### config.mk
export PLATFORM = sky130hd
export DESIGN_NAME = icm_fifo
export DESIGN_NICKNAME = d
export VERILOG_FILES = /design/src/rtl/icm_fifo.sv
export SDC_FILE = /design/constraint.sdc
export NUM_CORES = 1
export LEC_CHECK = 0
export BUFFER_PORTS_ARGS = -buffer_cell sky130_fd_sc_hd__buf_2
export CAP_MARGIN = 0
export CORE_MARGIN = 4
export CORE_UTILIZATION = 40
export CTS_BUF_LIST = sky130_fd_sc_hd__clkbuf_16
export DETAILED_ROUTE_END_ITERATION = 6
export GPL_TIMING_DRIVEN = 0
export PLACE_DENSITY = 0.67
export SLEW_MARGIN = 20
export SYNTH_ARGS = -nofsm -noshare
export SYNTH_HDL_FRONTEND = slang
export SYNTH_SLANG_ARGS = --single-unit
export TNS_END_PERCENT = 20
### constraint.sdc
create_clock -name clk -period 1.95 [get_ports clk]
set_clock_uncertainty 0.15 [all_clocks]
set_input_delay 0.2925 -clock clk [delete_from_list [all_inputs] [get_ports clk]]
set_output_delay 0.2925 -clock clk [all_outputs]
set_load 0.005 [all_outputs]
### src/rtl/icm_fifo.sv
// small register queue with push/full and pop/empty sides
// no dependencies
`timescale 1ns / 1ps

module icm_fifo #(
    parameter int WIDTH = 8,
    parameter int DEPTH = 2
) (
    input  logic             clk,
    input  logic             rst_n,
    input  logic             push,
    input  logic [WIDTH-1:0] wdata,
    output logic             full,
    input  logic             pop,
    output logic [WIDTH-1:0] rdata,
    output logic             empty
);

    localparam int AW   = (DEPTH > 1) ? $clog2(DEPTH) : 1;
    localparam int CNTW = $clog2(DEPTH + 1);

    logic [WIDTH-1:0] mem_reg [DEPTH];
    logic [AW-1:0]    wr_ptr_reg;
    logic [AW-1:0]    rd_ptr_reg;
    logic [CNTW-1:0]  cnt_reg;
    logic             do_push;
    logic             do_pop;

    assign full    = (cnt_reg == CNTW'(DEPTH));
    assign empty   = (cnt_reg == '0);
    assign do_push = push && !full;
    assign do_pop  = pop && !empty;
    assign rdata   = mem_reg[rd_ptr_reg];

    always_ff @(posedge clk or negedge rst_n)
    begin
        if (!rst_n)
        begin
            wr_ptr_reg <= '0;
            rd_ptr_reg <= '0;
            cnt_reg    <= '0;
        end
        else
        begin
            if (do_push)
            begin
                wr_ptr_reg <= (wr_ptr_reg == AW'(DEPTH - 1)) ? '0 : wr_ptr_reg + 1'b1;
            end
            if (do_pop)
            begin
                rd_ptr_reg <= (rd_ptr_reg == AW'(DEPTH - 1)) ? '0 : rd_ptr_reg + 1'b1;
            end
            if (do_push && !do_pop)
            begin
                cnt_reg <= cnt_reg + 1'b1;
            end
            else if (do_pop && !do_push)
            begin
                cnt_reg <= cnt_reg - 1'b1;
            end
        end
    end

    always_ff @(posedge clk)
    begin
        if (do_push)
        begin
            mem_reg[wr_ptr_reg] <= wdata;
        end
    end

endmodule

==> out/qor.txt <==
die width: 52.2 um
GRT Overall Usage: 9.48%
Worst R2R Setup Slack: 170 ps
Die Height: 52.2 um
Min-Delay Path Depth: 1
max reg flops: 16
Avg WL per Cell: 12.3 um
RSZ-0062 raised after global routing: no
H-tree Lvls: 1
cts bufs inserted: 3
clock buffer depth: 2
DRT iter0 DRCs: 2
post-route setup TNS: 0 ps
Final setup viols: 0
Syn Area/Cell: 17.8 um^2
first-pass GRT wire length: 1.84 mm
M3 GR Usage: 1.71%
# diodes: 0
Finished Core Util: 56.5%
drt drc: 0
Final Hold Viols: 0
initial antenna violation count: 0
post-route antenna net violation count: 0
core area: 1780 um^2
vias in the first global route: 423
die area: 2730 um^2
via count: 430
drt pass-1 iters: 4
critical path arrival: 1500 ps
cells on worst reg2reg path: 3
Slew headroom: 54.1%
PwrDens: 1490 nW/um^2
row cnt: 15
Clock Latency Late Sink: 240 ps
Port Buffers: 21
Max Cap Viol: 0
run status: completed
worst hold path type: input pin to register
fraction of layout cells with a size suffix above 1: 41.4%
Synth Cell Area: 782 um^2
met1 GRT Util: 12.0%
GRT Residual Overflow: 0
FF+latch count, synth: 20
CTS tree: built
Syn Nets: 57
clock root cell: clkbuf_16
critical path capture point type: register
Worst Max-Slew Pin Slew: 686 ps
largest net degree at the start of global routing: 12
Worst VDD drop: 0.000624 V
Reg clk slew, reported paths: 50 ps
Initial Util: 43.9%
Synth Instances: 44
Layout Nets: 84
WS Path Type: register to register
sequential fraction of the synthesis area: 74.2%
GRT busiest layer: met2
Data required, critical path: 1670 ps
final worst path period need: 1780 ps
GP Congestion: 0.675
clock sinks: 20
Worst Path Max Fanout: 8
Yosys cell types: 15
IO Count: 22
Post-CTS Repair Setup Buffers: 0
Layout area overhead: 28.8%
met2 track demand over resource: 15.9%
startpoint class of the critical path: register
vias per cell: 4.53
final worst-path cycle share: 91.1%
WL final: 1.17 mm
max-slew violations: 0
fmax: 563 MHz
Leakage: 0.421 nW
Yosys warning count: 0
## synthesized netlist by cell type
| master | number | area [um^2] |
|---|---|---|
| and3_1 | 1 | 6.26 |
| buf_2 | 1 | 5.00 |
| dfrtp_1 | 4 | 100 |
| edfxtp_1 | 16 | 480 |
| ha_1 | 1 | 12.5 |
| inv_1 | 2 | 7.51 |
| mux2_1 | 6 | 67.6 |
| mux2_2 | 2 | 22.5 |
| nand2_2 | 1 | 6.26 |
| nand2b_1 | 1 | 6.26 |
| nor2_1 | 3 | 11.3 |
| o21ai_1 | 1 | 5.00 |
| xnor2_1 | 2 | 17.5 |
| xnor2_2 | 1 | 16.3 |
| xor2_1 | 2 | 17.5 |
## worst paths after layout
| path | from | endpoint |
|---|---|---|
| max reg2reg | cnt_reg[0] | mem_reg[0][1] |
| max | cnt_reg[0] | mem_reg[0][1] |
| min | wdata[7] | mem_reg[0][7] |
| min in group asynchronous | rst_n | cnt_reg[1] |
| min reg2reg | wr_ptr_reg | wr_ptr_reg |
| max in group asynchronous | rst_n | cnt_reg[0] |
## worst max-delay path, cell delays in order (launching register included)
cell	delay, ps
dfrtp_1	430
nand2b_1	190
nand2_2	100
nor2_1	540
## cells in the final DEF, fill, tap and decap left out
cell,netlist,final
and3_1,1,1
edfxtp_1,16,16
inv_1,2,2
dlygate4sd3_1,0,1
ha_1,1,1
xnor2_2,1,1
mux2_2,2,2
clkinv_1,0,1
xnor2_1,2,2
clkbuf_16,0,3
dfrtp_1,4,4
xor2_1,2,2
nand2_2,1,1
buf_2,1,22
nand2b_1,1,1
o21ai_1,1,1
mux2_1,6,6
nor2_1,3,3
## power breakdown
group	internal, mW	total [mW]	leakage [nW]	switching, mW
clock network	0.272	0.397	0.0385	0.125
logic	0.226	0.441	0.187	0.215
registers	0.600	0.659	0.195	0.0590
total	1.10	1.50	0.421	0.400
## per-layer routing
layer | wire length (um) | share of wire [%]
met1 | 471 | 40
met2 | 607 | 52
met3 | 68 | 5.8
met4 | 21 | 1.8
met5 | 0 | 0
## repair_timing
action / CTS / global route
endpoints found under the setup margin: 0 / 0
endpoints found under the hold margin: 4 / 0
hold buffers: 1 / 0
resized for setup: 0 / 0
## cells by family after synthesis
logic type | synth area share (%)
AOI/OAI and AO/OA | 0.639
xor gates and xnor gates | 6.56
DFF | 74.2
muxes | 11.5
adders and majority gates | 1.60
and+or+nand+nor | 3.84
buffers and inverters | 1.60
## final cells by class
cell class                      count  area [um^2]
Clock inverter                      1         3.75
Sequential cell                    20          581
Inverter                            2         7.51
Fill cell                         147          776
Timing Repair Buffer               22          115
Clock buffer                        3         75.1
Buffer                              1         5.00
Multi-Input combinational cell     21          189
Tap cell                           25         31.3
## metrics by stage
stage                     power [mW]  hold slack (ps)  setup WS [ps]  instance area [um^2]  cells
after floorplan                0.949             -153            408                   782     44
final                           1.50             85.7            173                  1010     95
after global routing            1.60             82.1           46.2                  1010     95
after CTS                       1.53             84.4            146                  1010     95
after detailed placement        1.12            -50.7            166                   918     90
after global placement          1.10            -52.1            185                   918     90
Power figures use the tool's default switching activity.
