$ cat config.mk
export PLATFORM = sky130hd
export DESIGN_NAME = icm_back
export DESIGN_NICKNAME = d
export VERILOG_FILES = /design/src/rtl/icm_pkg.sv /design/src/rtl/icm_back.sv
export SDC_FILE = /design/constraint.sdc
export NUM_CORES = 2
export LEC_CHECK = 0
export BUFFER_PORTS_ARGS = -buffer_cell sky130_fd_sc_hd__buf_2
export CORE_MARGIN = 3
export CORE_UTILIZATION = 53
export DETAILED_ROUTE_END_ITERATION = 12
export PLACE_DENSITY = 0.71
export SYNTH_ARGS = -nofsm -noshare
export SYNTH_HDL_FRONTEND = slang
export SYNTH_SLANG_ARGS = --single-unit
$ cat constraint.sdc
create_clock -name clk -period 13.87 [get_ports clk]
set_clock_uncertainty 0.15 [all_clocks]
set_input_delay 2.0805 -clock clk [delete_from_list [all_inputs] [get_ports clk]]
set_output_delay 2.0805 -clock clk [all_outputs]
set_load 0.01 [all_outputs]
$ cat src/rtl/icm_pkg.sv
// shared constants and types for the innovation consistency monitor
// no dependencies
`timescale 1ns / 1ps

package icm_pkg;

    // default datapath widths
    localparam int COUNT_WIDTH  = 16;
    localparam int SAMPLE_WIDTH = 16;

    // register widths
    localparam int THR_W    = 15;
    localparam int TOL_W    = 16;
    localparam int WARM_W   = 16;
    localparam int CFG_IDX_W  = 2;
    localparam int CFG_DATA_W = 16;

    // variance output format: q8.8, quotient carries 8 extra fraction bits
    localparam int VAR_W    = 16;
    localparam int VAR_FRAC = 8;
    localparam int VAR_QW   = VAR_W + VAR_FRAC;
    localparam logic [VAR_W-1:0] VAR_ONE = VAR_W'(256);
    localparam logic [VAR_W-1:0] VAR_MAX = '1;

    // register reset values
    localparam logic [THR_W-1:0]  OUTLIER_THR_RST = THR_W'(768);
    localparam logic [THR_W-1:0]  SIGMA_LIM_RST   = THR_W'(768);
    localparam logic [TOL_W-1:0]  VAR_TOL_RST     = TOL_W'(128);
    localparam logic [WARM_W-1:0] WARMUP_RST      = WARM_W'(20);

    // register indexes
    localparam logic [CFG_IDX_W-1:0] CFG_OUTLIER_THR = 2'd0;
    localparam logic [CFG_IDX_W-1:0] CFG_SIGMA_LIM   = 2'd1;
    localparam logic [CFG_IDX_W-1:0] CFG_VAR_TOL     = 2'd2;
    localparam logic [CFG_IDX_W-1:0] CFG_WARMUP      = 2'd3;

    // reason codes
    localparam logic [1:0] REASON_NONE    = 2'd0;
    localparam logic [1:0] REASON_BIAS    = 2'd1;
    localparam logic [1:0] REASON_DRIFT   = 2'd2;
    localparam logic [1:0] REASON_OUTLIER = 2'd3;

    // queue depths
    localparam int CMD_QUEUE_DEPTH = 2;
    localparam int RES_QUEUE_DEPTH = 2;

    // classification carried from front to back with each item
    typedef struct packed {
        logic clear;
        logic outlier;
    } item_flags_t;

endpackage

$ cat src/rtl/icm_back.sv
// back end: statistics update, serial multiply and divide, result build
// depends on icm_pkg
`timescale 1ns / 1ps

module icm_back #(
    parameter int COUNT_WIDTH  = icm_pkg::COUNT_WIDTH,
    parameter int SAMPLE_WIDTH = icm_pkg::SAMPLE_WIDTH,
    parameter int OUT_W = COUNT_WIDTH + 3 * SAMPLE_WIDTH + icm_pkg::VAR_W + 6
) (
    input  logic                            clk,
    input  logic                            rst_n,
    input  logic                            q_empty,
    input  icm_pkg::item_flags_t            q_flags,
    input  logic signed [SAMPLE_WIDTH-1:0]  q_sample,
    input  logic [SAMPLE_WIDTH-1:0]         q_mag,
    output logic                            q_pop,
    input  logic [icm_pkg::THR_W-1:0]       mean_sigma_limit,
    input  logic [icm_pkg::TOL_W-1:0]       variance_tolerance,
    input  logic [icm_pkg::WARM_W-1:0]      warmup_count,
    input  logic                            out_full,
    output logic                            out_push,
    output logic [OUT_W-1:0]                out_data
);

    localparam int CW    = COUNT_WIDTH;
    localparam int SW    = SAMPLE_WIDTH;
    localparam int SMW   = CW + SW;
    localparam int SSW   = CW + 2 * SW;
    localparam int NW    = 2 * CW + 2 * SW;
    localparam int DW    = 2 * CW;
    localparam int QV    = icm_pkg::VAR_QW;
    localparam int VW    = icm_pkg::VAR_W;
    localparam int NSTEP = (SMW > QV) ? SMW : QV;
    localparam int STW   = $clog2(NSTEP);
    localparam int CMPW  = NW + DW + QV;
    localparam int BW    = 2 * SW + CW + 2 * icm_pkg::THR_W;
    localparam int WW    = CW + icm_pkg::WARM_W;
    localparam int TW    = VW + icm_pkg::TOL_W;
    localparam logic [CW-1:0] CMAX = '1;

    typedef enum logic [10:0] {
        S_IDLE  = 11'b000_0000_0001,
        S_SQ    = 11'b000_0000_0010,
        S_ACC   = 11'b000_0000_0100,
        S_INIT  = 11'b000_0000_1000,
        S_ITER  = 11'b000_0001_0000,
        S_VPREP = 11'b000_0010_0000,
        S_VCHK  = 11'b000_0100_0000,
        S_VDIV  = 11'b000_1000_0000,
        S_MB    = 11'b001_0000_0000,
        S_BIAS  = 11'b010_0000_0000,
        S_EMIT  = 11'b100_0000_0000
    } state_t;

    state_t state_reg, state_next;

    // statistics
    logic [CW-1:0]         count_reg;
    logic signed [SMW-1:0] sum_reg;
    logic [SSW-1:0]        sumsq_reg;
    logic [SW-1:0]         peak_reg;

    // current item
    logic                  clear_reg;
    logic                  outl_reg;
    logic signed [SW-1:0]  s_reg;
    logic [SW-1:0]         smag_reg;
    logic [2*SW-1:0]       sq_reg;

    // shift-add multipliers and mean divider
    logic [STW-1:0]        step_reg;
    logic                  sneg_reg;
    logic [NW-1:0]         a_acc_reg, a_mc_reg;
    logic [CW-1:0]         a_mp_reg;
    logic [NW-1:0]         b_acc_reg, b_mc_reg;
    logic [SMW-1:0]        b_mp_reg;
    logic [DW-1:0]         d_acc_reg, d_mc_reg;
    logic [CW-1:0]         d_mp_reg;
    logic [CW-1:0]         mrem_reg;
    logic [SW-1:0]         mlow_reg, mq_reg;

    // variance divider
    logic [NW-1:0]         num_reg;
    logic [DW-1:0]         vrem_reg;
    logic [QV-1:0]         vlow_reg, vq_reg;
    logic                  vsat_reg;

    // bias test
    logic [2*SW-1:0]       mm2_reg;
    logic [2*icm_pkg::THR_W-1:0] k2_reg;
    logic signed [SW-1:0]  mean_reg;
    logic                  bias_reg;

    logic [SMW-1:0]        sum_mag;
    logic [CW:0]           m_r2;
    logic                  m_ge;
    logic [DW:0]           v_r2;
    logic                  v_ge;
    logic [NW+DW-1:0]      num_wide;
    logic                  last_iter;
    logic                  last_vdiv;
    logic                  few_samples;
    logic [VW-1:0]         var_val;
    logic [VW-1:0]         var_dist;
    logic                  warm;
    logic                  drift;
    logic [1:0]            reason;
    logic                  bias_flag;

    assign sum_mag     = sum_reg[SMW-1] ? $unsigned(-sum_reg) : $unsigned(sum_reg);
    assign last_iter   = (step_reg == STW'(SMW - 1));
    assign last_vdiv   = (step_reg == STW'(QV - 1));
    assign few_samples = (count_reg < CW'(2));
    assign num_wide    = (NW + DW)'(num_reg);

    // restoring divide steps
    assign m_r2 = {mrem_reg, mlow_reg[SW-1]};
    assign m_ge = (m_r2 >= {1'b0, count_reg});
    assign v_r2 = {vrem_reg, vlow_reg[QV-1]};
    assign v_ge = (v_r2 >= {1'b0, d_acc_reg});

    always_comb
    begin
        state_next = state_reg;
        unique case (state_reg)
            S_IDLE:
            begin
                if (!q_empty)
                begin
                    state_next = q_flags.clear ? S_EMIT : S_SQ;
                end
            end
            S_SQ:    state_next = S_ACC;
            S_ACC:   state_next = S_INIT;
            S_INIT:  state_next = S_ITER;
            S_ITER:  state_next = last_iter ? S_VPREP : S_ITER;
            S_VPREP: state_next = S_VCHK;
            S_VCHK:
            begin
                state_next = (few_samples || (CMPW'(d_acc_reg) << QV) <= CMPW'(num_reg))
                           ? S_MB : S_VDIV;
            end
            S_VDIV:  state_next = last_vdiv ? S_MB : S_VDIV;
            S_MB:    state_next = S_BIAS;
            S_BIAS:  state_next = S_EMIT;
            S_EMIT:  state_next = out_full ? S_EMIT : S_IDLE;
            default: state_next = S_IDLE;
        endcase
    end

    assign q_pop    = (state_reg == S_IDLE) && !q_empty;
    assign out_push = (state_reg == S_EMIT) && !out_full;

    // control state and statistics
    always_ff @(posedge clk or negedge rst_n)
    begin
        if (!rst_n)
        begin
            state_reg <= S_IDLE;
            count_reg <= '0;
            sum_reg   <= '0;
            sumsq_reg <= '0;
            peak_reg  <= '0;
        end
        else
        begin
            state_reg <= state_next;
            if (q_pop && q_flags.clear)
            begin
                count_reg <= '0;
                sum_reg   <= '0;
                sumsq_reg <= '0;
                peak_reg  <= '0;
            end
            else if (state_reg == S_ACC)
            begin
                if (count_reg != CMAX)
                begin
                    count_reg <= count_reg + 1'b1;
                    sum_reg   <= sum_reg + SMW'(s_reg);
                    sumsq_reg <= sumsq_reg + SSW'(sq_reg);
                end
                if (smag_reg > peak_reg)
                begin
                    peak_reg <= smag_reg;
                end
            end
        end
    end

    // datapath
    always_ff @(posedge clk)
    begin
        case (state_reg)
            S_IDLE:
            begin
                clear_reg <= q_flags.clear;
                outl_reg  <= q_flags.outlier;
                s_reg     <= q_sample;
                smag_reg  <= q_mag;
            end
            S_SQ:
            begin
                sq_reg <= (2 * SW)'(smag_reg) * (2 * SW)'(smag_reg);
            end
            S_INIT:
            begin
                step_reg  <= '0;
                sneg_reg  <= sum_reg[SMW-1];
                a_acc_reg <= '0;
                a_mc_reg  <= NW'(sumsq_reg);
                a_mp_reg  <= count_reg;
                b_acc_reg <= '0;
                b_mc_reg  <= NW'(sum_mag);
                b_mp_reg  <= sum_mag;
                d_acc_reg <= '0;
                d_mc_reg  <= DW'(count_reg);
                d_mp_reg  <= count_reg - 1'b1;
                mrem_reg  <= CW'(sum_mag >> SW);
                mlow_reg  <= SW'(sum_mag);
                mq_reg    <= '0;
            end
            S_ITER:
            begin
                step_reg  <= step_reg + 1'b1;
                if (a_mp_reg[0])
                begin
                    a_acc_reg <= a_acc_reg + a_mc_reg;
                end
                a_mc_reg <= a_mc_reg << 1;
                a_mp_reg <= a_mp_reg >> 1;
                if (b_mp_reg[0])
                begin
                    b_acc_reg <= b_acc_reg + b_mc_reg;
                end
                b_mc_reg <= b_mc_reg << 1;
                b_mp_reg <= b_mp_reg >> 1;
                if (d_mp_reg[0])
                begin
                    d_acc_reg <= d_acc_reg + d_mc_reg;
                end
                d_mc_reg <= d_mc_reg << 1;
                d_mp_reg <= d_mp_reg >> 1;
                if (step_reg < STW'(SW))
                begin
                    mrem_reg <= m_ge ? CW'(m_r2 - {1'b0, count_reg}) : CW'(m_r2);
                    mlow_reg <= mlow_reg << 1;
                    mq_reg   <= {mq_reg[SW-2:0], m_ge};
                end
            end
            S_VPREP:
            begin
                num_reg <= (a_acc_reg > b_acc_reg) ? a_acc_reg - b_acc_reg : '0;
            end
            S_VCHK:
            begin
                step_reg <= '0;
                vsat_reg <= (CMPW'(d_acc_reg) << QV) <= CMPW'(num_reg);
                vrem_reg <= DW'(num_wide >> QV);
                vlow_reg <= QV'(num_wide);
                vq_reg   <= '0;
            end
            S_VDIV:
            begin
                step_reg <= step_reg + 1'b1;
                vrem_reg <= v_ge ? DW'(v_r2 - {1'b0, d_acc_reg}) : DW'(v_r2);
                vlow_reg <= vlow_reg << 1;
                vq_reg   <= {vq_reg[QV-2:0], v_ge};
            end
            S_MB:
            begin
                mm2_reg  <= (2 * SW)'(mq_reg) * (2 * SW)'(mq_reg);
                k2_reg   <= (2 * icm_pkg::THR_W)'(mean_sigma_limit)
                          * (2 * icm_pkg::THR_W)'(mean_sigma_limit);
                mean_reg <= (count_reg == '0) ? '0
                          : (sneg_reg ? $signed(-mq_reg) : $signed(mq_reg));
            end
            S_BIAS:
            begin
                bias_reg <= (BW'(mm2_reg) * BW'(count_reg)) > BW'(k2_reg);
            end
            default:
            begin
            end
        endcase
    end

    // result fields
    always_comb
    begin
        if (few_samples)
        begin
            var_val = '0;
        end
        else if (vsat_reg)
        begin
            var_val = icm_pkg::VAR_MAX;
        end
        else
        begin
            var_val = vq_reg[QV-1 -: VW];
        end
        var_dist  = (var_val > icm_pkg::VAR_ONE) ? var_val - icm_pkg::VAR_ONE
                                                 : icm_pkg::VAR_ONE - var_val;
        warm      = WW'(count_reg) >= WW'(warmup_count);
        bias_flag = warm && bias_reg;
        drift     = warm && (TW'(var_dist) > TW'(variance_tolerance));
        if (!warm)
        begin
            reason = icm_pkg::REASON_NONE;
        end
        else if (bias_flag)
        begin
            reason = icm_pkg::REASON_BIAS;
        end
        else if (drift)
        begin
            reason = icm_pkg::REASON_DRIFT;
        end
        else if (outl_reg)
        begin
            reason = icm_pkg::REASON_OUTLIER;
        end
        else
        begin
            reason = icm_pkg::REASON_NONE;
        end

        if (clear_reg)
        begin
            out_data = '0;
        end
        else
        begin
            out_data = {count_reg, s_reg, peak_reg, mean_reg, var_val,
                        outl_reg, bias_flag, drift, reason, count_reg == CMAX};
        end
    end

endmodule

==> impl_results.md <==
- Vias per inst: 5.720
- Period utilisation layout: 73.04%
- 1st-iter DRT viols: 5,588
- Max_slew headroom: 9.599%
- Worst-Margin Slew: 1.356 ns
- Crit path top cell by count: inv_1
- Worst-Skew Late Latency: 0.72 ns
- EDFF count, synth: 725
- Worst path max stage delay: 0.88 ns
- DRC Markers: 0
- HPWL after detailed placement: 180,600 um
- Die Area: 174,700 um^2
- DR top layer: met4
- Met1 wire length: 95,730 um
- Syn Area/Cell: 9.322 um^2
- Post-CTS Hold Buffers: 0
- CTS tree: built
- Core footprint: 167,800 um^2
- Share of synthesized registers carrying an async set or reset: 14.50%
- Met2 wire length: 112,300 um
- Main synth FF type: edfxtp_1
- Yosys warning count: 0
- Reg2reg setup slack: 3.74 ns
- I/O Buffers: 172
- Final setup violation count: 0
- Min-delay worst type: reg -> reg
- First-pass GRT wire length: 373,800 um
- Nets@finish: 11,449
- Synthesized instance count: 9,647
- Reg clk slew, reported paths: 0.06 ns
- Mapped Area: 89,930 um^2
- Fin Hold WS: 0.3604 ns
- Initial antenna violation count: 0
- Worst r2r src: count_reg[8]$_DFFE_PN0P_
- Die Y: 417.9 um
- Row cnt: 150
- Htree depth: 3
- Fin. max-slew vios: 0
- Crit path max fanout: 22
- Final TNS setup: 0 ns
- Die Wd: 417.9 um
- Max_cap viols: 0
- Total track usage: 26.79%
- Minimum clock period after layout: 10.13 ns
- Pin count of the biggest net entering global routing: 165
- WL met3: 13,600 um
- Setup CP Type: reg -> reg
- Num CTS Buffers: 99
- CTS sink count: 848
- Worst EP required: 14.15 ns
- Final hold viol count: 0
- RSZ-0062 raised after global routing: no
- Leakage power: 46.35 nW
- Hold worst-path end: peak_reg[13]$_DFFE_PN0P_
- Cell depth of the worst flop-to-flop path: 32
- Share of layout cells above drive strength 1: 4.764%
- Number of global-route vias before repair: 69,705
- Maximum VDD drop: 1248 uV
- # Post-CTS Setup Buffers: 0
- CP arrival: 10.41 ns
- Synth cell types: 92
- Power Density: 282.6 nW/um^2
- Hold depth: 2
- Clock Tree Root: clkbuf_16
- Sequential-to-total area share from yosys stat: 27.63%
- Worst path slowest cell: dfrtp_1
- Crit path capture type: register
- RR Endpoint: bias_reg$_DFFE_PN_
- IO Pins: 173
- Fmax: 98.71 MHz
- Global route overflow: 0
- Routed len/inst: 19.60 um
- Placer Congestion: 0.9449
- Final wirelength: 233,200 um
- First-pass DRT Iterations: 5
- Status: finished, final reports clean
- Number of gates resized after cts: 0
- Worst Setup Start Kind: register
- Hold_sp: peak_reg[13]$_DFFE_PN0P_
- Synth Register Bits: 848
- Total number of vias: 68,082
- Longest Clk Path Bufs: 3
- Antenna-violating nets left: 0
- Area Overhead vs Synth: 6.880%
- Starting density of the core: 53.60%
- CP startpoint: count_reg[8]$_DFFE_PN0P_
## area by class of cell
cell class | count | area, um^2
Clock buffer | 137 | 2808
Clock inverter | 49 | 614.3
Fill cell | 14502 | 71670
Sequential cell | 848 | 24850
Multi-Input combinational cell | 7009 | 58430
Timing Repair Buffer | 226 | 1285
Inverter | 1429 | 5364
Antenna cell | 1 | 2.502
Tap cell | 2204 | 2758
## logic make-up after synthesis
family	Yosys count	synth area share (%)
mux	38	0.4285
buf+inv	1797	7.523
flops	848	27.63
compound gates	1705	12.18
other cells	2	0.008351
fa+ha+maj	1751	31.73
xor+xnor	500	4.870
simple gates	3006	15.63
## routing by layer
| layer | vias to the layer above | global-route usage, % |
|---|---|---|
| li1 | 31961 | - |
| met1 | 33533 | 34.95 |
| met2 | 2129 | 45.11 |
| met3 | 459 | 3.108 |
| met4 | 0 | 11.82 |
| met5 | - | 0 |
## synthesized netlist by cell type, drive strengths merged, types with 70 or more instances
library cell,count,area share [%]
inv,1415,5.9
nand2,1091,4.6
fa,883,20
ha,868,12
edfxtp,725,24
nor2,714,3.0
a21oi,478,2.7
and2,401,2.8
o21ai,373,2.1
clkbuf,333,1.4
a21o,326,2.7
xnor2,281,2.7
xor2,219,2.1
nand3,189,1.1
dfrtp,122,3.4
nor2b,115,0.80
nand4,110,0.77
o21a,104,0.87
nor3,95,0.53
nand2b,70,0.49
o21bai,70,0.60
## worst max path at each step
stage | end | slack (ns)
after detailed placement | bias_reg$_DFFE_PN_ | 3.95
after CTS | bias_reg$_DFFE_PN_ | 3.93
after floorplan | bias_reg$_DFFE_PN_ | 5.20
after global routing | bias_reg$_DFFE_PN_ | 3.29
after global placement | bias_reg$_DFFE_PN_ | 4.34
final | bias_reg$_DFFE_PN_ | 3.74
## placed cells by master (no fill, tap or decap), types with 69 or more instances in the layout
cell type | Yosys | final
o21bai_1 | 69 | 69
nor3_1 | 95 | 94
nand2b_1 | 70 | 70
dfrtp_1 | 122 | 122
nand3_1 | 189 | 188
buf_2 | 10 | 171
fa_1 | 883 | 883
o21a_1 | 104 | 104
a21o_1 | 326 | 326
clkbuf_16 | 0 | 105
edfxtp_1 | 725 | 725
nor2b_1 | 115 | 115
o21ai_0 | 369 | 368
ha_1 | 868 | 868
nor2_1 | 714 | 713
xor2_1 | 219 | 219
inv_1 | 1412 | 1412
nand2_1 | 1091 | 1086
a21oi_1 | 477 | 477
and2_1 | 401 | 401
xnor2_1 | 281 | 281
nand4_1 | 110 | 110
## worst max-delay path: cells and delay by family, from the launching register on
family          cells  cell delay, ns
compound gates      7            2.20
fa+ha+maj           8            3.35
simple gates       10            2.34
flops               1            0.88
xor+xnor            1            0.19
buf+inv             6            0.70
## report_power, final
| group | total [mW] | internal, mW | switching (mW) | leakage (nW) |
|---|---|---|---|---|
| sequential | 4.29 | 4.04 | 0.243 | 8.97 |
| combinational | 20.1 | 8.66 | 11.5 | 35.7 |
| clock | 2.76 | 1.64 | 1.12 | 1.66 |
## through the flow
stage                     instances  instance area, um^2  power, mW  utilization, %  setup slack (ns)
final                         11903                96110      27.16           57.28             3.739
after global routing          11902                96110      29.84           57.28             3.292
after CTS                     11902                96110      27.16           57.28             3.933
after detailed placement      11716                92690      24.23           55.24             3.951
after global placement        11716                92690      23.63           55.24             4.341
after floorplan                9654                89950      19.43               -             5.202
Power figures use the tool's default switching activity.
