`src/rtl/icm_pkg.sv`:
```
// shared constants and types for the innovation consistency monitor
// no dependencies
`timescale 1ns / 1ps

package icm_pkg;

    // default datapath widths
    localparam int COUNT_WIDTH  = 16;
    localparam int SAMPLE_WIDTH = 16;

    // register widths
    localparam int THR_W    = 15;
    localparam int TOL_W    = 16;
    localparam int WARM_W   = 16;
    localparam int CFG_IDX_W  = 2;
    localparam int CFG_DATA_W = 16;

    // variance output format: q8.8, quotient carries 8 extra fraction bits
    localparam int VAR_W    = 16;
    localparam int VAR_FRAC = 8;
    localparam int VAR_QW   = VAR_W + VAR_FRAC;
    localparam logic [VAR_W-1:0] VAR_ONE = VAR_W'(256);
    localparam logic [VAR_W-1:0] VAR_MAX = '1;

    // register reset values
    localparam logic [THR_W-1:0]  OUTLIER_THR_RST = THR_W'(768);
    localparam logic [THR_W-1:0]  SIGMA_LIM_RST   = THR_W'(768);
    localparam logic [TOL_W-1:0]  VAR_TOL_RST     = TOL_W'(128);
    localparam logic [WARM_W-1:0] WARMUP_RST      = WARM_W'(20);

    // register indexes
    localparam logic [CFG_IDX_W-1:0] CFG_OUTLIER_THR = 2'd0;
    localparam logic [CFG_IDX_W-1:0] CFG_SIGMA_LIM   = 2'd1;
    localparam logic [CFG_IDX_W-1:0] CFG_VAR_TOL     = 2'd2;
    localparam logic [CFG_IDX_W-1:0] CFG_WARMUP      = 2'd3;

    // reason codes
    localparam logic [1:0] REASON_NONE    = 2'd0;
    localparam logic [1:0] REASON_BIAS    = 2'd1;
    localparam logic [1:0] REASON_DRIFT   = 2'd2;
    localparam logic [1:0] REASON_OUTLIER = 2'd3;

    // queue depths
    localparam int CMD_QUEUE_DEPTH = 2;
    localparam int RES_QUEUE_DEPTH = 2;

    // classification carried from front to back with each item
    typedef struct packed {
        logic clear;
        logic outlier;
    } item_flags_t;

endpackage

```
`src/rtl/icm_fifo.sv`:
```
// small register queue with push/full and pop/empty sides
// no dependencies
`timescale 1ns / 1ps

module icm_fifo #(
    parameter int WIDTH = 8,
    parameter int DEPTH = 2
) (
    input  logic             clk,
    input  logic             rst_n,
    input  logic             push,
    input  logic [WIDTH-1:0] wdata,
    output logic             full,
    input  logic             pop,
    output logic [WIDTH-1:0] rdata,
    output logic             empty
);

    localparam int AW   = (DEPTH > 1) ? $clog2(DEPTH) : 1;
    localparam int CNTW = $clog2(DEPTH + 1);

    logic [WIDTH-1:0] mem_reg [DEPTH];
    logic [AW-1:0]    wr_ptr_reg;
    logic [AW-1:0]    rd_ptr_reg;
    logic [CNTW-1:0]  cnt_reg;
    logic             do_push;
    logic             do_pop;

    assign full    = (cnt_reg == CNTW'(DEPTH));
    assign empty   = (cnt_reg == '0);
    assign do_push = push && !full;
    assign do_pop  = pop && !empty;
    assign rdata   = mem_reg[rd_ptr_reg];

    always_ff @(posedge clk or negedge rst_n)
    begin
        if (!rst_n)
        begin
            wr_ptr_reg <= '0;
            rd_ptr_reg <= '0;
            cnt_reg    <= '0;
        end
        else
        begin
            if (do_push)
            begin
                wr_ptr_reg <= (wr_ptr_reg == AW'(DEPTH - 1)) ? '0 : wr_ptr_reg + 1'b1;
            end
            if (do_pop)
            begin
                rd_ptr_reg <= (rd_ptr_reg == AW'(DEPTH - 1)) ? '0 : rd_ptr_reg + 1'b1;
            end
            if (do_push && !do_pop)
            begin
                cnt_reg <= cnt_reg + 1'b1;
            end
            else if (do_pop && !do_push)
            begin
                cnt_reg <= cnt_reg - 1'b1;
            end
        end
    end

    always_ff @(posedge clk)
    begin
        if (do_push)
        begin
            mem_reg[wr_ptr_reg] <= wdata;
        end
    end

endmodule

```
`src/rtl/icm_front.sv`:
```
// front end: accepts commands, takes sample magnitude and outlier test
// depends on icm_pkg and icm_fifo
`timescale 1ns / 1ps

module icm_front #(
    parameter int SAMPLE_WIDTH = icm_pkg::SAMPLE_WIDTH
) (
    input  logic                            clk,
    input  logic                            rst_n,
    input  logic                            push,
    output logic                            full,
    input  logic                            command,
    input  logic signed [SAMPLE_WIDTH-1:0]  sample,
    input  logic [icm_pkg::THR_W-1:0]       outlier_threshold,
    input  logic                            q_pop,
    output logic                            q_empty,
    output icm_pkg::item_flags_t            q_flags,
    output logic signed [SAMPLE_WIDTH-1:0]  q_sample,
    output logic [SAMPLE_WIDTH-1:0]         q_mag
);

    localparam int CMPW = SAMPLE_WIDTH + icm_pkg::THR_W;
    localparam int QW   = $bits(icm_pkg::item_flags_t) + 2 * SAMPLE_WIDTH;

    logic [SAMPLE_WIDTH-1:0] mag;
    icm_pkg::item_flags_t    flags;
    logic [QW-1:0]           q_rdata;

    // magnitude of the most negative code still fits unsigned
    assign mag = sample[SAMPLE_WIDTH-1] ? $unsigned(-sample) : $unsigned(sample);

    always_comb
    begin
        flags.clear   = command;
        flags.outlier = !command && (CMPW'(mag) > CMPW'(outlier_threshold));
    end

    icm_fifo #(
        .WIDTH (QW),
        .DEPTH (icm_pkg::CMD_QUEUE_DEPTH)
    ) u_cmd_q (
        .clk   (clk),
        .rst_n (rst_n),
        .push  (push),
        .wdata ({flags, sample, mag}),
        .full  (full),
        .pop   (q_pop),
        .rdata (q_rdata),
        .empty (q_empty)
    );

    assign {q_flags, q_sample, q_mag} = q_rdata;

endmodule

```
`config.mk`:
```
export PLATFORM = sky130hd
export DESIGN_NAME = icm_front
export DESIGN_NICKNAME = d
export VERILOG_FILES = /design/src/rtl/icm_pkg.sv /design/src/rtl/icm_fifo.sv /design/src/rtl/icm_front.sv
export SDC_FILE = /design/constraint.sdc
export NUM_CORES = 1
export LEC_CHECK = 0
export ABC_AREA = 1
export BUFFER_PORTS_ARGS = -buffer_cell sky130_fd_sc_hd__clkbuf_2
export CORE_ASPECT_RATIO = 0.75
export CORE_MARGIN = 4
export CORE_UTILIZATION = 30
export DETAILED_ROUTE_END_ITERATION = 8
export GPL_TIMING_DRIVEN = 1
export PLACE_DENSITY = 0.48
export SLEW_MARGIN = 20
export SYNTH_ARGS = -nofsm -noshare
export SYNTH_HDL_FRONTEND = slang
export SYNTH_SLANG_ARGS = --single-unit
```
`constraint.sdc`:
```
create_clock -name clk -period 5.1 [get_ports clk]
set_input_delay 0.765 -clock clk [delete_from_list [all_inputs] [get_ports clk]]
set_output_delay 0.765 -clock clk [all_outputs]
set_load 0.02 [all_outputs]
```
==> results of run 1 <==
## metrics by stage
stage                     total power (µW)  cells
final                                 2380    549
after global routing                  2540    549
after CTS                             2400    548
after detailed placement              1700    532
after global placement                1700    532
after floorplan                       1390    327
## power by group through the flow
stage	combinational, µW	sequential, µW	clock (µW)
after floorplan	553	840	0
after global placement	855	841	0
after detailed placement	860	844	0
after CTS	862	834	708
after global routing	961	844	734
final	857	831	692
## critical path, cell delays in order (launching register included)
cell	delay [ns]
dfrtp_1	0.32
buf_4	0.37
clkinv_1	0.59
buf_4	0.42
nand2_1	0.09
nand2_1	0.07
clkbuf_2	0.16
## cell families (layout without fill, tap and decap cells)
| logic type | count (synthesis) | count (layout) | share of synthesized area, % |
|---|---|---|---|
| compound gates | 22 | 22 | 3.86 |
| xor+xnor | 16 | 16 | 4.15 |
| fa+ha+maj | 17 | 17 | 6.30 |
| buf+inv | 45 | 127 | 5.38 |
| flops | 70 | 70 | 61.7 |
| simple gates | 157 | 157 | 18.6 |
## per-layer routing
metal	GRT usage [%]	part of all wire, %	routed length [µm]	up-vias
li1	-	-	-	1218
met1	19.0	52	4150	1070
met2	19.1	42	3330	52
met3	4.57	5.6	448	7
met4	4.03	0.90	72	0
met5	0	0	0	-
## cell type report
cell class,instances,share of cell area [%]
clock buffer,13,6.35
clock inverter,3,1.53
inverter,36,3.18
multi-input combinational,212,26.4
sequential,70,48.9
tap,140,4.12
timing repair buffer,75,9.53
## cells in the mapped netlist
cell / n / share of area [%]
nor2_4: 1 / 0.33
a21oi_1: 8 / 1.2
nand3_2: 1 / 0.30
a31oi_1: 1 / 0.19
buf_2: 4 / 0.59
xnor2_1: 1 / 0.26
nor2_2: 4 / 0.74
edfxtp_1: 66 / 59
nand2_2: 1 / 0.19
inv_1: 35 / 3.9
nand4_1: 2 / 0.37
buf_4: 2 / 0.44
dfrtp_1: 4 / 3.0
clkbuf_1: 3 / 0.33
a21o_1: 2 / 0.44
clkinv_1: 1 / 0.11
o21ai_2: 1 / 0.26
nand3_1: 4 / 0.59
and2_1: 1 / 0.19
nor2_1: 18 / 2.0
o31ai_1: 1 / 0.22
xor2_1: 15 / 3.9
nand2_1: 125 / 14
a21oi_2: 2 / 0.52
ha_1: 17 / 6.3
o21ai_0: 7 / 1.0
## worst max path at each step
| stage | endpoint | slack [ns] | depth (start not counted) |
|---|---|---|---|
| 2_1_floorplan | u_cmd_q.mem_reg[1][10]$_DFFE_PP_ | 2.35 | 2 |
| 3_3_place_gp | u_cmd_q.mem_reg[0][32]$_DFFE_PP_ | 2.22 | 13 |
| 3_5_place_dp | u_cmd_q.mem_reg[0][32]$_DFFE_PP_ | 2.16 | 13 |
| 4_1_cts | q_sample[3] | 1.89 | 6 |
| 5_1_grt | q_sample[15] | 1.72 | 6 |
| 6_report | q_mag[13] | 1.95 | 6 |
==> summary.md, run 1 <==
| Metric | Value |
|---|---|
| Status | `complete, no violations` |
| Mapped cell area | `between 3000 and 4000 µm²` |
| Utilization after layout | `about two fifths` |
| Area Growth Syn to Fin | `26.1%` |
| Worst-Skew Late Latency | `between 0.3 and 0.4 ns` |
| DRT Pass-1 Iters | `4` |
| CTS tree | `done` |
| Sequential share of power | `a little over a third` |
| CTS Buf Count | `9` |
| Die height | `99.9 µm` |
| Core area | `around 11000 µm²` |
| Clock tree sinks | `70` |
| Via count of the first global-routing pass | `2425` |
| Power density cells | `560 nW/µm²` |
| Comb power frac | `a little over a third` |
| DIE AREA | `13000 µm²` |
| Switching share of power | `36.6%` |
| Gp weighted congestion | `0.721` |
| Sequential cell area | `2080 µm²` |
| Worst Tran Pin Value | `0.602 ns` |
| Synth cell types | `26` |
| Fin crit period | `3.15 ns` |
| Initial Util | `30.8%` |
| Max Clock Freq | `318 MHz` |
| Hold Vio Cnt, Final | `0` |
| PortBufs | `71` |
| Layout cells sized above 1 | `24.9%` |
| Mapped Avg Cell Area | `around 10 µm²` |
| Total Routing Usage GR | `13.3%` |
| Dpl hpwl | `5590 µm` |
| WL final | `8000 µm` |
| Commonest non-fill, non-tap cells in the layout | `nand2_1, clkbuf_2, edfxtp_1` |
| Antenna viol nets, final | `0` |
| Maximum VDD drop | `270 µV` |
| Hold WS | `0.239 ns` |
| Crit Path Category | `flop to output pin` |
| Yosys warnings | `0` |
| DR iter-0 viols | `133` |
| Critical Path Sink Type | `output pin` |
| Via Count | `2347` |
| Clock Skew | `0.00491 ns` |
| Setup bufs post-CTS | `0` |
| Width of the die | `~130 µm` |
| Worst Path Arrival | `2.38 ns` |
| First-pass GRT wire length | `12900 µm` |
| Slew HR | `59.5%` |
| Largest net degree at the start of global routing | `35` |
| Pre-CTS setup slack | `around 2.2 ns` |
| Setup_tns | `0 ns` |
| R2R cell count | `4` |
| Crit share post-route | `61.7%` |
| Mapped Cells | `327` |
| Design area | `roughly 4300 µm²` |
| Cell Int Power | `roughly 1500 µW` |
| DRC | `0` |
| Crit-path max FO | `34` |
| Max FFs per register | `66` |
| Initial antenna violation count | `0` |
| Reg-to-reg startpoint | `u_cmd_q.rd_ptr_reg$_DFFE_PN0P_` |
| WP data required | `4.34 ns` |
| Psw | `871 µW` |
| Total congestion overflow | `0` |
| Vias/cell | `4.28` |
| Worst r2r dst | `u_cmd_q.rd_ptr_reg$_DFFE_PN0P_` |
| Max_cap viols | `0` |
| Net Count, Synth | `380` |
| Nets@finish | `457` |
| Crit path launch type | `flop` |
| Dpl cell area | `between 3000 and 4000 µm²` |
| Multi-input gate area | `1120 µm²` |
| Fin worst setup slack | `1.95 ns` |
| Post-CTS Hold Fix Bufs | `0` |
| Clock share of power | `29.1%` |
| Endpoints failing setup | `0` |
| Clock slew at reported path FFs | `0.05 ns` |
| Seq/Total Area, Yosys | `between 60% and 70%` |
| Commonest non-fill, non-tap cell in the layout | `nand2_1` |
| Yosys reg bits | `70` |
| I/O pin count | `between 70 and 80` |
| Wire per inst | `14.6 µm` |
| Cell Rows | `33` |
| Leakage | `0.00198 µW` |
| R2R Setup Slk | `3.06 ns` |
| Clock H-tree levels | `3` |
| RSZ-0062 raised after global routing | `false` |
| Final count of pins violating max slew | `0` |
| Critical Path Start | `u_cmd_q.rd_ptr_reg$_DFFE_PN0P_` |
| Post-CTS sizing | `0` |
| # diodes | `0` |
| Fillers | `1102` |
| Root Driver | `clkbuf_16` |
| Clock Path Buffers | `2` |
| Tightest Hold Check Type | `primary input to async pin` |
(Power assumes the default switching activity.)
==> inputs of run 2 (changes only) <==
--- a/config.mk
+++ b/config.mk
@@ -12,7 +12,7 @@
 export CORE_UTILIZATION = 30
 export DETAILED_ROUTE_END_ITERATION = 8
 export GPL_TIMING_DRIVEN = 1
-export PLACE_DENSITY = 0.48
+export PLACE_DENSITY = 0.5
 export SLEW_MARGIN = 20
 export SYNTH_ARGS = -nofsm -noshare
 export SYNTH_HDL_FRONTEND = slang
==> constraint.sdc (replaced) <==
create_clock -name clk -period 2.8 [get_ports clk]
set_input_delay 0.42 -clock clk [delete_from_list [all_inputs] [get_ports clk]]
set_output_delay 0.42 -clock clk [all_outputs]
set_load 0.02 [all_outputs]
==> summary.md, run 2 (synthesis gave the netlist of run 1 again) <==
| Metric | Value |
|---|---|
| Total congestion overflow | `0` |
| Hold Vio Cnt, Final | `0` |
| Slew HR | `between 60% and 70%` |
| Met1 WL | `4020 µm` |
| Core area | `10900 µm²` |
| Worst path slowest cell | `ha_1` |
| Clock H-tree levels | `3` |
| Wire per inst | `about 14 µm` |
| Hold WS | `0.307 ns` |
| Largest net degree at the start of global routing | `34` |
| R2R cell count | `6` |
| Uppermost layer routed | `met4` |
| Leakage | `0.00197 µW` |
| DR iter-0 viols | `111` |
| Placed cells | `534` |
| Clock share of power | `a little over a quarter` |
| Via count of the first global-routing pass | `2396` |
| Clock slew at reported path FFs | `0.06 ns` |
| Crit path launch type | `primary input` |
| Post-route insts no fill | `551` |
| Endpoints failing setup | `0` |
| CTS Buf Count | `9` |
| Setup_tns | `0 ns` |
| Worst r2r dst | `u_cmd_q.cnt_reg[1]$_DFFE_PN0P_` |
| Final count of pins violating max slew | `0` |
| WL final | `7840 µm` |
| Clock tree sinks | `70` |
| Slowest stage delay, CP | `0.30 ns` |
| Tightest Hold Check Type | `primary input to flop` |
| Initial antenna violation count | `0` |
| Comb power frac | `37.4%` |
| Crit Path Category | `primary input to flop` |
| DRT Pass-1 Iters | `4` |
| Sequential share of power | `between 30% and 40%` |
| Reg-to-reg startpoint | `u_cmd_q.cnt_reg[0]$_DFFE_PN0P_` |
| Status | `complete, no violations` |
| DIE AREA | `~13000 µm²` |
| Cell Int Power | `between 2000 and 3000 µW` |
| # diodes | `0` |
| Overall Power | `4200 µW` |
| Worst-Skew Late Latency | `0.33 ns` |
| I/O pin count | `72` |
| Max Clock Freq | `approximately 440 MHz` |
| Maximum VDD drop | `about 340 µV` |
| Critical Path Sink Type | `flop` |
| Initial Util | `30.8%` |
| R2R Setup Slk | `0.90 ns` |
| Total Routing Usage GR | `12.8%` |
| Critical Path End | `u_cmd_q.mem_reg[1][32]$_DFFE_PP_` |
| Psw | `1600 µW` |
| Max_cap viols | `0` |
| Clock Skew | `0.00668 ns` |
| Clock Path Buffers | `2` |
| Root Driver | `clkbuf_16` |
| Area Growth Syn to Fin | `25.5%` |
| Worst Tran Pin Value | `a little under 0.6 ns` |
| Fillers | `1086` |
| Post-CTS sizing | `0` |
| CP cell instances | `clkbuf_2 > inv_1 > ha_1 > nand4_1 > o21ai_2 > nand2_1 > xor2_1 > ha_1 > nand3_1 > nor2_1 > nand3_1 > nand2_1 > a21oi_2` |
| Worst path depth | `13` |
| Fin crit period | `approximately 2.3 ns` |
| Switching share of power | `38.1%` |
| CTS tree | `done` |
| First-pass GRT wire length | `12700 µm` |
| PortBufs | `71` |
| Via Count | `2369` |
| Critical Path Start | `sample[0]` |
| Commonest non-fill, non-tap cells in the layout | `nand2_1, clkbuf_2, edfxtp_1` |
| Crit share post-route | `81.6%` |
| Power density cells | `991 nW/µm²` |
| Width of the die | `between 100 and 150 µm` |
| Sequential cell area | `2080 µm²` |
| Commonest non-fill, non-tap cell in the layout | `nand2_1` |
| Multi-input gate area | `approximately 1100 µm²` |
| Die height | `99.9 µm` |
| Design area | `4230 µm²` |
| Dpl cell area | `about 4000 µm²` |
| Antenna viol nets, final | `0` |
| Total buffers and inverters traversed by the critical path | `2` |
| Dpl hpwl | `5680 µm` |
| Vias/cell | `about 4.3` |
| RSZ-0062 raised after global routing | `false` |
| Met3 wire len | `approximately 370 µm` |
| Layout cells sized above 1 | `25.1%` |
| WP data required | `2.88 ns` |
| Met2 Wirelength | `3360 µm` |
| Cell Rows | `33` |
| Worst Path Arrival | `2.36 ns` |
| DRC | `0` |
| Family with the most delay on the worst path | `simple AND/OR/NAND/NOR gates` |
| Nets@finish | `459` |
| Crit-path max FO | `4` |
| Gp weighted congestion | `between 0.7 and 0.8` |
| Max FFs per register | `66` |
-- run 2: power groups by stage --
| stage | Clock [µW] | Sequential, µW | Combinational, µW |
|---|---|---|---|
| 3_3_place_gp | 0 | 1530 | 1600 |
| 6_report | 1110 | 1510 | 1570 |
| 5_1_grt | 1180 | 1540 | 1750 |
| 4_1_cts | 1130 | 1520 | 1610 |
| 3_5_place_dp | 0 | 1540 | 1610 |
| 2_1_floorplan | 0 | 1530 | 1010 |
-- run 2: timing repair --
item / 4_1_cts / 5_1_grt
hold buffers: 1 / 0
buffers inserted: 0 / 0
endpoints found under the hold margin: 4 / 0
-- run 2: cell type report --
| class | count | share of cell area (%) |
|---|---|---|
| clock buffers | 10 | 5.41 |
| clock inverters | 6 | 1.51 |
| inverters | 36 | 3.19 |
| multi-input cells | 212 | 26.5 |
| flip-flops and latches | 70 | 49.2 |
| well taps | 140 | 4.14 |
| repair buffers | 77 | 10.1 |
-- run 2: worst min-delay path by stage --
stage,cells after the start,start,slack (ns),endpoint
after CTS,1,sample[13],0.30,u_cmd_q.mem_reg[1][29]$_DFFE_PP_
after detailed placement,1,rst_n,0.24,u_cmd_q.cnt_reg[1]$_DFFE_PN0P_
after global routing,1,sample[13],0.30,u_cmd_q.mem_reg[1][29]$_DFFE_PP_
after global placement,1,rst_n,0.24,u_cmd_q.cnt_reg[1]$_DFFE_PN0P_
after floorplan,0,rst_n,0.12,u_cmd_q.cnt_reg[0]$_DFFE_PN0P_
final,1,sample[13],0.31,u_cmd_q.mem_reg[1][29]$_DFFE_PP_
-- run 2: per-layer routing --
| layer | global-route usage (%) | vias to the layer above |
|---|---|---|
| met5 | 0 | - |
| met4 | 4.19 | 0 |
| met3 | 3.51 | 11 |
| met2 | 18.6 | 49 |
| met1 | 18.7 | 1086 |
| li1 | - | 1223 |
-- run 2: per-stage QoR --
stage	setup slack [ns]	utilization [%]
floorplan	0.353	-
global placement	0.267	35.9
detailed placement	0.191	35.9
CTS	0.480	38.7
global route	0.321	38.7
finish	0.517	38.7
